## config.mk

```make
export PLATFORM = sky130hd
export DESIGN_NAME = sjf_nonpreemptive_scheduler
export DESIGN_NICKNAME = d
export VERILOG_FILES = /design/src/rtl/sjfs_pkg.sv /design/src/rtl/sjfs_front.sv /design/src/rtl/sjfs_fifo.sv /design/src/rtl/sjfs_back.sv /design/src/rtl/sjf_nonpreemptive_scheduler.sv
export SDC_FILE = /design/constraint.sdc
export NUM_CORES = 1
export LEC_CHECK = 0
export BUFFER_PORTS_ARGS = -buffer_cell sky130_fd_sc_hd__buf_2
export CORE_ASPECT_RATIO = 0.5
export CORE_UTILIZATION = 25
export CTS_CLUSTER_DIAMETER = 150
export CTS_CLUSTER_SIZE = 30
export DETAILED_ROUTE_END_ITERATION = 10
export PLACE_DENSITY = 0.4
export SLEW_MARGIN = 40
export SYNTH_ARGS = -nofsm -noshare
export SYNTH_HDL_FRONTEND = slang
export SYNTH_SLANG_ARGS = --single-unit
```

## constraint.sdc

```tcl
create_clock -name clk -period 6.42 [get_ports clk]
set_input_delay 1.284 -clock clk [delete_from_list [all_inputs] [get_ports clk]]
set_output_delay 1.284 -clock clk [all_outputs]
set_load 0.02 [all_outputs]
```

## src/rtl/sjfs_pkg.sv

```systemverilog
package sjfs_pkg;

  // process table depth
  localparam int MAX_PROCS = 16;
  localparam int IDX_W     = (MAX_PROCS > 1) ? $clog2(MAX_PROCS) : 1;
  localparam int CNT_W     = $clog2(MAX_PROCS + 1);

  // field widths
  localparam int ARR_W  = 16;
  localparam int TIME_W = 21;
  localparam int PIDX_W = 4;

  // queue between front and back
  localparam int Q_DEPTH = 2;
  localparam int QA_W    = (Q_DEPTH > 1) ? $clog2(Q_DEPTH) : 1;
  localparam int QC_W    = $clog2(Q_DEPTH + 1);

  // stream word widths
  localparam int IN_DATA_W  = 32;
  localparam int OUT_DATA_W = 72;

  typedef logic [IDX_W-1:0]  idx_t;
  typedef logic [CNT_W-1:0]  cnt_t;
  typedef logic [ARR_W-1:0]  arr_t;
  typedef logic [TIME_W-1:0] time_t;
  typedef logic [QA_W-1:0]   qptr_t;
  typedef logic [QC_W-1:0]   qcnt_t;

  // one classified word handed from front to back
  typedef struct packed {
    arr_t arrival;
    arr_t burst;
    logic store;
    logic last;
  } q_entry_t;

endpackage

```

## src/rtl/sjfs_front.sv

```systemverilog
module sjfs_front (
  input  logic                               clk,
  input  logic                               rst_n,
  input  logic                               in_tvalid,
  output logic                               in_tready,
  input  logic [sjfs_pkg::IN_DATA_W-1:0]     in_tdata,  // arrival_time, burst_time
  input  logic                               in_tlast,  // last_process
  input  logic                               q_full,
  output logic                               q_push,
  output sjfs_pkg::q_entry_t                 q_data
);

  sjfs_pkg::cnt_t cnt_r, cnt_nxt;
  logic           accept;
  logic           room;

  assign in_tready = !q_full;
  assign accept    = in_tvalid && in_tready;
  assign room      = (cnt_r < sjfs_pkg::cnt_t'(sjfs_pkg::MAX_PROCS));

  // overflow words are dropped unless they close the batch, which passes without store
  assign q_push         = accept && (room || in_tlast);
  assign q_data.arrival = in_tdata[15:0];
  assign q_data.burst   = in_tdata[31:16];
  assign q_data.store   = room;
  assign q_data.last    = in_tlast;

  always_comb begin
    cnt_nxt = cnt_r;
    if (accept) begin
      if (in_tlast) begin
        cnt_nxt = '0;
      end else if (room) begin
        cnt_nxt = cnt_r + 1'b1;
      end
    end
  end

  always_ff @(posedge clk) begin
    if (!rst_n) begin
      cnt_r <= '0;
    end else begin
      cnt_r <= cnt_nxt;
    end
  end

endmodule

```

## src/rtl/sjfs_fifo.sv

```systemverilog
module sjfs_fifo (
  input  logic               clk,
  input  logic               rst_n,
  input  logic               push,
  input  sjfs_pkg::q_entry_t push_data,
  output logic               full,
  input  logic               pop,
  output sjfs_pkg::q_entry_t pop_data,
  output logic               empty
);

  sjfs_pkg::q_entry_t mem [sjfs_pkg::Q_DEPTH];
  sjfs_pkg::qptr_t    wr_r, wr_nxt, rd_r, rd_nxt;
  sjfs_pkg::qcnt_t    cnt_r, cnt_nxt;
  logic               do_push, do_pop;

  assign full     = (cnt_r == sjfs_pkg::qcnt_t'(sjfs_pkg::Q_DEPTH));
  assign empty    = (cnt_r == '0);
  assign do_push  = push && !full;
  assign do_pop   = pop && !empty;
  assign pop_data = mem[rd_r];

  function automatic sjfs_pkg::qptr_t ptr_inc(input sjfs_pkg::qptr_t p);
    if (p == sjfs_pkg::qptr_t'(sjfs_pkg::Q_DEPTH - 1)) begin
      ptr_inc = '0;
    end else begin
      ptr_inc = p + 1'b1;
    end
  endfunction

  always_comb begin
    wr_nxt  = do_push ? ptr_inc(wr_r) : wr_r;
    rd_nxt  = do_pop ? ptr_inc(rd_r) : rd_r;
    cnt_nxt = cnt_r;
    if (do_push && !do_pop) begin
      cnt_nxt = cnt_r + 1'b1;
    end else if (do_pop && !do_push) begin
      cnt_nxt = cnt_r - 1'b1;
    end
  end

  always_ff @(posedge clk) begin
    if (do_push) begin
      mem[wr_r] <= push_data;
    end
  end

  always_ff @(posedge clk) begin
    if (!rst_n) begin
      wr_r  <= '0;
      rd_r  <= '0;
      cnt_r <= '0;
    end else begin
      wr_r  <= wr_nxt;
      rd_r  <= rd_nxt;
      cnt_r <= cnt_nxt;
    end
  end

endmodule

```

## src/rtl/sjfs_back.sv

```systemverilog
module sjfs_back (
  input  logic                              clk,
  input  logic                              rst_n,
  input  logic                              q_empty,
  input  sjfs_pkg::q_entry_t                q_data,
  output logic                              q_pop,
  output logic                              out_tvalid,
  input  logic                              out_tready,
  output logic [sjfs_pkg::OUT_DATA_W-1:0]   out_tdata,
  output logic                              out_tlast
);

  localparam logic [1:0] ST_LOAD   = 2'd0;
  localparam logic [1:0] ST_SCAN   = 2'd1;
  localparam logic [1:0] ST_COMMIT = 2'd2;
  localparam logic [1:0] ST_EMIT   = 2'd3;

  // process table
  sjfs_pkg::arr_t  arr_mem [sjfs_pkg::MAX_PROCS];
  sjfs_pkg::arr_t  bur_mem [sjfs_pkg::MAX_PROCS];
  sjfs_pkg::time_t fin_mem [sjfs_pkg::MAX_PROCS];
  logic [sjfs_pkg::MAX_PROCS-1:0] done_r, done_nxt;

  logic [1:0]      state_r, state_nxt;
  sjfs_pkg::cnt_t  cnt_r, cnt_nxt;
  sjfs_pkg::cnt_t  remain_r, remain_nxt;
  sjfs_pkg::time_t time_r, time_nxt;
  sjfs_pkg::idx_t  scan_r, scan_nxt;
  logic            have_pick_r, have_pick_nxt;
  sjfs_pkg::idx_t  pick_r, pick_nxt;
  sjfs_pkg::arr_t  pick_bur_r, pick_bur_nxt;
  logic            have_pend_r, have_pend_nxt;
  sjfs_pkg::arr_t  pend_r, pend_nxt;

  logic                            out_valid_r, out_valid_nxt;
  logic [sjfs_pkg::OUT_DATA_W-1:0] out_data_r, out_data_nxt;
  logic                            out_last_r, out_last_nxt;

  logic            load_wr, fin_wr;
  sjfs_pkg::idx_t  load_idx;
  sjfs_pkg::arr_t  scan_arr, scan_bur;
  logic            scan_end;
  sjfs_pkg::time_t ct, tat, wt;
  logic [sjfs_pkg::IDX_W+sjfs_pkg::PIDX_W-1:0] pidx_ext;
  logic            out_load;

  assign load_idx = sjfs_pkg::idx_t'(cnt_r);
  assign scan_arr = arr_mem[scan_r];
  assign scan_bur = bur_mem[scan_r];
  assign scan_end = (sjfs_pkg::cnt_t'(scan_r) + 1'b1 == cnt_r);

  // result fields of the entry at the scan index
  assign ct       = fin_mem[scan_r];
  assign tat      = ct - sjfs_pkg::time_t'(scan_arr);
  assign wt       = tat - sjfs_pkg::time_t'(scan_bur);
  assign pidx_ext = {{sjfs_pkg::PIDX_W{1'b0}}, scan_r};

  assign q_pop    = (state_r == ST_LOAD) && !q_empty;
  assign load_wr  = q_pop && q_data.store;
  assign fin_wr   = (state_r == ST_COMMIT) && have_pick_r;
  assign out_load = (state_r == ST_EMIT) && (!out_valid_r || out_tready);

  assign out_tvalid = out_valid_r;
  assign out_tdata  = out_data_r;
  assign out_tlast  = out_last_r;

  always_comb begin
    state_nxt     = state_r;
    cnt_nxt       = cnt_r;
    remain_nxt    = remain_r;
    time_nxt      = time_r;
    scan_nxt      = scan_r;
    have_pick_nxt = have_pick_r;
    pick_nxt      = pick_r;
    pick_bur_nxt  = pick_bur_r;
    have_pend_nxt = have_pend_r;
    pend_nxt      = pend_r;
    done_nxt      = done_r;
    out_valid_nxt = out_valid_r && !out_tready;
    out_data_nxt  = out_data_r;
    out_last_nxt  = out_last_r;

    case (state_r)
      ST_LOAD: begin
        if (q_pop) begin
          if (q_data.store) begin
            done_nxt[load_idx] = 1'b0;
            cnt_nxt            = cnt_r + 1'b1;
          end
          if (q_data.last) begin
            state_nxt     = ST_SCAN;
            remain_nxt    = q_data.store ? cnt_r + 1'b1 : cnt_r;
            time_nxt      = '0;
            scan_nxt      = '0;
            have_pick_nxt = 1'b0;
            have_pend_nxt = 1'b0;
          end
        end
      end
      ST_SCAN: begin
        if (!done_r[scan_r]) begin
          if (sjfs_pkg::time_t'(scan_arr) <= time_r) begin
            // strict less keeps the lowest index on a tie
            if (!have_pick_r || scan_bur < pick_bur_r) begin
              have_pick_nxt = 1'b1;
              pick_nxt      = scan_r;
              pick_bur_nxt  = scan_bur;
            end
          end else if (!have_pend_r || scan_arr < pend_r) begin
            have_pend_nxt = 1'b1;
            pend_nxt      = scan_arr;
          end
        end
        if (scan_end) begin
          state_nxt = ST_COMMIT;
        end else begin
          scan_nxt = scan_r + 1'b1;
        end
      end
      ST_COMMIT: begin
        scan_nxt      = '0;
        have_pick_nxt = 1'b0;
        have_pend_nxt = 1'b0;
        state_nxt     = ST_SCAN;
        if (have_pick_r) begin
          time_nxt         = time_r + sjfs_pkg::time_t'(pick_bur_r);
          done_nxt[pick_r] = 1'b1;
          remain_nxt       = remain_r - 1'b1;
          if (remain_r == sjfs_pkg::cnt_t'(1)) begin
            state_nxt = ST_EMIT;
          end
        end else begin
          // idle: jump to the earliest pending arrival
          time_nxt = sjfs_pkg::time_t'(pend_r);
        end
      end
      ST_EMIT: begin
        if (out_load) begin
          out_valid_nxt = 1'b1;
          out_data_nxt  = {5'b0, tat, wt, ct, pidx_ext[sjfs_pkg::PIDX_W-1:0]};
          out_last_nxt  = scan_end;
          if (scan_end) begin
            // batch finished: clear for the next one
            state_nxt = ST_LOAD;
            cnt_nxt   = '0;
            time_nxt  = '0;
            done_nxt  = '0;
            scan_nxt  = '0;
          end else begin
            scan_nxt = scan_r + 1'b1;
          end
        end
      end
      default: begin
        state_nxt = ST_LOAD;
      end
    endcase
  end

  always_ff @(posedge clk) begin
    if (load_wr) begin
      arr_mem[load_idx] <= q_data.arrival;
      bur_mem[load_idx] <= q_data.burst;
    end
    if (fin_wr) begin
      fin_mem[pick_r] <= time_nxt;
    end
  end

  always_ff @(posedge clk) begin
    out_data_r   <= out_data_nxt;
    out_last_r   <= out_last_nxt;
    pick_r       <= pick_nxt;
    pick_bur_r   <= pick_bur_nxt;
    pend_r       <= pend_nxt;
  end

  always_ff @(posedge clk) begin
    if (!rst_n) begin
      state_r     <= ST_LOAD;
      cnt_r       <= '0;
      remain_r    <= '0;
      time_r      <= '0;
      scan_r      <= '0;
      have_pick_r <= 1'b0;
      have_pend_r <= 1'b0;
      done_r      <= '0;
      out_valid_r <= 1'b0;
    end else begin
      state_r     <= state_nxt;
      cnt_r       <= cnt_nxt;
      remain_r    <= remain_nxt;
      time_r      <= time_nxt;
      scan_r      <= scan_nxt;
      have_pick_r <= have_pick_nxt;
      have_pend_r <= have_pend_nxt;
      done_r      <= done_nxt;
      out_valid_r <= out_valid_nxt;
    end
  end

endmodule

```

## src/rtl/sjf_nonpreemptive_scheduler.sv

```systemverilog
// channel   dir  data bits (low first)                                  tlast
// in_       in   [15:0] arrival_time, [31:16] burst_time                 last_process
// out_      out  [3:0] process_index, [24:4] completion_time,            last_result
//                [45:25] waiting_time, [66:46] turnaround_time, pad 0
//
// loading: one word a cycle, while the queue has room, through a two-word queue into the process table
// scheduling: each pick scans the whole table and then commits the shortest ready burst;
// a scan that finds nothing ready moves time to the earliest pending arrival and scans again
// results: one word a cycle while out_tready is high, in load order from a registered output stage
// rst_n synchronous active low clears control state and the done flags
// input stalls only when the queue is full; the back end stalls on out_tready
module sjf_nonpreemptive_scheduler (
  input  logic                            clk,
  input  logic                            rst_n,
  input  logic                            in_tvalid,
  output logic                            in_tready,
  input  logic [sjfs_pkg::IN_DATA_W-1:0]  in_tdata,   // arrival_time, burst_time
  input  logic                            in_tlast,   // last_process
  output logic                            out_tvalid,
  input  logic                            out_tready,
  output logic [sjfs_pkg::OUT_DATA_W-1:0] out_tdata,  // index, completion, waiting, turnaround
  output logic                            out_tlast   // last_result
);

  // classified words between front and back
  logic               q_push, q_full, q_pop, q_empty;
  sjfs_pkg::q_entry_t q_wdata, q_rdata;

  // front: accepts words, drops overflow, tags store and last
  sjfs_front u_front (
    .clk       (clk),
    .rst_n     (rst_n),
    .in_tvalid (in_tvalid),
    .in_tready (in_tready),
    .in_tdata  (in_tdata),
    .in_tlast  (in_tlast),
    .q_full    (q_full),
    .q_push    (q_push),
    .q_data    (q_wdata)
  );

  // short queue so loading can run ahead of scheduling
  sjfs_fifo u_fifo (
    .clk       (clk),
    .rst_n     (rst_n),
    .push      (q_push),
    .push_data (q_wdata),
    .full      (q_full),
    .pop       (q_pop),
    .pop_data  (q_rdata),
    .empty     (q_empty)
  );

  // back: process table, shortest-burst scan and result stream
  sjfs_back u_back (
    .clk        (clk),
    .rst_n      (rst_n),
    .q_empty    (q_empty),
    .q_data     (q_rdata),
    .q_pop      (q_pop),
    .out_tvalid (out_tvalid),
    .out_tready (out_tready),
    .out_tdata  (out_tdata),
    .out_tlast  (out_tlast)
  );

endmodule
```

==> flow_summary.yaml <==
run_status:
  status: "complete, no violations"
power:
  p_sw_frac: 0.3481
  clock_power_share: 0.174
  power.net_switching_w: 0.006961
  power.ir.vdd_worst_v: 0.0002672
  power_per_cell_area_nw_per_um2: 398.4
  internal-power_w: 0.01303
  power.share.combinational: 0.368
  cellLeakagePower_nw: 15.70
  power_frac_seq: 0.458
timing:
  finalCriticalPeriod_ns: 6.008
  final-setup-viol-count: 0
  clock.fmax_mhz: 166.4
  hold_viol_final: 0
  tightest_slew_ns: 0.8611
  finClkSkew_ns: 0.02637
  fin_tns_setup_ns: 0
  worst_slew_margin_relative_to_its_limit: 0.4259
  timing_max_transition_violations_final: 0
  final_min_period_over_clock_period: 0.9359
  setup_repair_after_global_routing_missed_its_margin: "false"
  final_critical_path_setup_slack_ns: 0.4118
synth:
  most_common_cell_in_the_synthesized_netlist: "edfxtp_1"
  synthesis.instances: 2379
  number_of_enable_type_register_cells_in_the_synthesized_netlist: 1020
  synth_top_cell_area_share: 0.6870
  yosys_most_used_dff: "edfxtp_1"
  avgSynthCellArea_um2: 18.74
  netlist_top_cells_area: "edfxtp_1, mux4_2, dfxtp_1"
  ys_top_cells_by_count: "edfxtp_1, mux4_2, inv_1, ha_1, nor2_1"
  yosysUniqueCellTypes: 69
  synth_area_um2: 44580
  ys_seq_elements: 1090
  synth_sequential_area_ratio: 0.7185
  synth_async_reset_ratio: 0
  yosys.area.top_type: "edfxtp_1"
  synthesis.yosys.warnings: 0
finish:
  final_util: 0.2838
  layout-drive-gt1-share: 0.2311
  area.growth.synth_to_final_pct: 12.59
  layoutNonFillerInstCount: 4957
  nFillCells: 17490
  layout.nets: 2688
global_route:
  global_route.overflow_total: 0
  track_usage: 0.1330
  grt_antenna_before_repair: 10
  grt_max_degree: 70
  first_global_vias: 23180
  grt_first_pass_wirelength_um: 172300
drt:
  detailedRoute.firstIterationViolations: 1668
  wl_per_cell_um: 24.39
  route.vias.total: 22140
  number_of_detailed_routing_iterations_run_before_antenna_repair: 5
  detail_route.drc_violations: 0
  ant_nets: 0
  via_per_inst: 4.467
  totalWireLength_um: 120900
placed_design:
  numPlacedInstances: 4887
  place.port_buffers: 106
  gp_congestion: 0.7834
  hpwl_um: 76970
  dpl_worst_slack_ns: 0.06933
critical_path:
  timing.critical_path.from_type: "flip-flop"
  setup.worst_path.class: "reg -> reg"
  rr_worst_depth: 17
  required_ns: 6.83
  ff2ff_setup_slack_ns: 0.41
  crit-reg2reg-capture: "u_back.out_tdata[45]$_DFFE_PP_"
  crit_fanout: 21
  critical_path.endpoint_type: "flip-flop"
  worstPathArrival_ns: 6.42
clock_network:
  clock_sink_count: 1090
  numCtsBuffers: 42
  cts-hold-fix-buffers: 0
  clock_tree.root_cell: "clkbuf_16"
  cts_tree: "built"
  clockBufferDepth: 3
  clkSlewWorstSetupHoldPaths_ns: 0.12
  cts_htree_levels: 2
  clock_insertion_delay_worst_skew_ns: 0.67
die:
  fp.dieH_um: 300.6
  dieWidth_um: 599.2
  die_area_um2: 180100
  std_cell_rows: 109
  initial_core_util: 0.2520
  fp.coreArea_um2: 176900
  ios: 112
hold_path:
  whs_endpoint: "u_back.done_r[13]$_SDFFE_PN0P_"
  holdCritPathClass: "reg -> reg"
  min-delay-start: "u_back.done_r[13]$_SDFFE_PN0P_"
  hold-path-cell-count: 2
run:
  cap_viol_max_count: 0
[cell type report]
class | instances | area, um2 | area share
inverters | 120 | 452.9 | 0.009024
clock inverters | 3 | 52.55 | 0.001047
well taps | 2386 | 2985 | 0.05948
clock buffers | 66 | 1162 | 0.02316
diodes | 1 | 2.502 | 0.00004986
repair buffers | 211 | 1623 | 0.03233
flip-flops and latches | 1090 | 32050 | 0.6385
multi-input cells | 1080 | 11870 | 0.2364
[state kept, by name (all words and copies together), names as in the netlist, 5 cells and up, named ones only]
signal	flops
u_back.done_r	16
u_back.pick_bur_r	16
u_back.out_tdata	67
u_front.cnt_r	5
u_back.bur_mem	256
u_back.time_r	21
u_back.arr_mem	256
u_back.cnt_r	5
u_back.remain_r	5
u_back.fin_mem	336
u_back.pend_r	16
u_fifo.mem	68
[cell families (layout without fill, tap and decap cells)]
group / after synthesis / after routing / synth area share
adder cells (fa/ha/maj): 107 / 107 / 0.03048
XOR/XNOR: 64 / 64 / 0.01299
other: 1 / 6 / 0.00008412
multiplexers: 310 / 310 / 0.1461
flip-flops: 1090 / 1090 / 0.7185
AND/OR/NAND/NOR: 318 / 318 / 0.03427
AO/OA/AOI/OAI: 276 / 276 / 0.03814
buffers and inverters: 213 / 400 / 0.01942
[per-layer routing]
layer  global-route usage  vias to the layer above  share of wire
li1                     -                     9780              -
met1               0.1799                    12010           0.46
met2               0.2343                      263           0.50
met3              0.01388                       80          0.027
met4              0.02083                       10          0.013
met5                    0                        -        0.00049
[power by group through the flow]
stage	clock network (W)	registers (W)	logic, W
3_5_place_dp	0	0.00934	0.00755
2_1_floorplan	0	0.00928	0.00475
6_report	0.00348	0.00916	0.00735
4_1_cts	0.00364	0.00917	0.00758
5_1_grt	0.00384	0.00921	0.00810
3_3_place_gp	0	0.00933	0.00752
[worst max path at each step]
stage | start | end | slack [ns]
after detailed placement | flip-flop | u_back.out_tdata[45]$_DFFE_PP_ | 0.07
after CTS | flip-flop | u_back.out_tdata[45]$_DFFE_PP_ | 0.01
after floorplan | flip-flop | u_back.out_tdata[45]$_DFFE_PP_ | 0.40
after global routing | flip-flop | u_back.out_tdata[45]$_DFFE_PP_ | 0.04
final | flip-flop | u_back.out_tdata[45]$_DFFE_PP_ | 0.41
after global placement | flip-flop | u_back.out_tdata[45]$_DFFE_PP_ | 0.09
[cell usage in the layout (no fill, tap or decap), types with 5 or more instances in the layout]
master / synthesis / layout
nor3_1: 21 / 17
a211oi_1: 7 / 7
or3_1: 5 / 5
mux2i_1: 10 / 10
nand3_1: 20 / 20
buf_4: 6 / 80
nand2_1: 83 / 83
xor2_1: 21 / 21
ha_1: 103 / 103
and3_1: 8 / 8
mux4_2: 259 / 259
o21ai_0: 69 / 68
and2_1: 20 / 19
buf_8: 0 / 9
inv_1: 120 / 105
nand4_1: 17 / 17
clkinv_1: 0 / 10
nand2b_1: 12 / 12
a32oi_1: 7 / 7
nor2b_1: 18 / 17
clkbuf_1: 57 / 23
nor2_1: 93 / 78
buf_16: 0 / 6
o21a_1: 12 / 12
buf_12: 1 / 9
xnor2_1: 42 / 42
a22oi_1: 10 / 10
conb_1: 1 / 5
a21oi_1: 87 / 86
a21o_1: 31 / 31
mux2_2: 33 / 33
edfxtp_1: 1020 / 1020
nor2_4: 0 / 14
a31oi_1: 14 / 14
mux4_1: 8 / 8
buf_2: 16 / 106
dfxtp_1: 70 / 64
clkbuf_16: 0 / 43
o21bai_1: 10 / 10
[critical path, cell delays in order, from the launching register on]
cell      delay [ns]
dfxtp_4         0.50
buf_12          0.25
buf_4           0.28
buf_4           0.35
mux4_2          0.57
mux4_2          0.65
ha_1            0.45
and3_1          0.27
nand4_1         0.14
o21ai_0         0.21
xor2_1          0.56
ha_1            0.39
or2_2           0.33
a21oi_1         0.14
o21bai_1        0.13
buf_4           0.17
nor3b_1         0.23
xor2_1          0.09
[timing repair]
item	CTS	global route
setup buffers	0	0
resized for setup	0	2
setup endpoints to repair	0	2
[stage by stage]
| step | hold WS (ns) | total power, W | area (um2) |
|---|---|---|---|
| after floorplan | 0.4237 | 0.01403 | 44600 |
| after global placement | 0.4675 | 0.01685 | 48640 |
| after detailed placement | 0.4647 | 0.01689 | 48970 |
| after CTS | 0.4822 | 0.02040 | 50190 |
| after global routing | 0.5012 | 0.02115 | 50190 |
| final | 0.4821 | 0.01999 | 50190 |
Note: power is estimated with default switching activity, not from simulation.
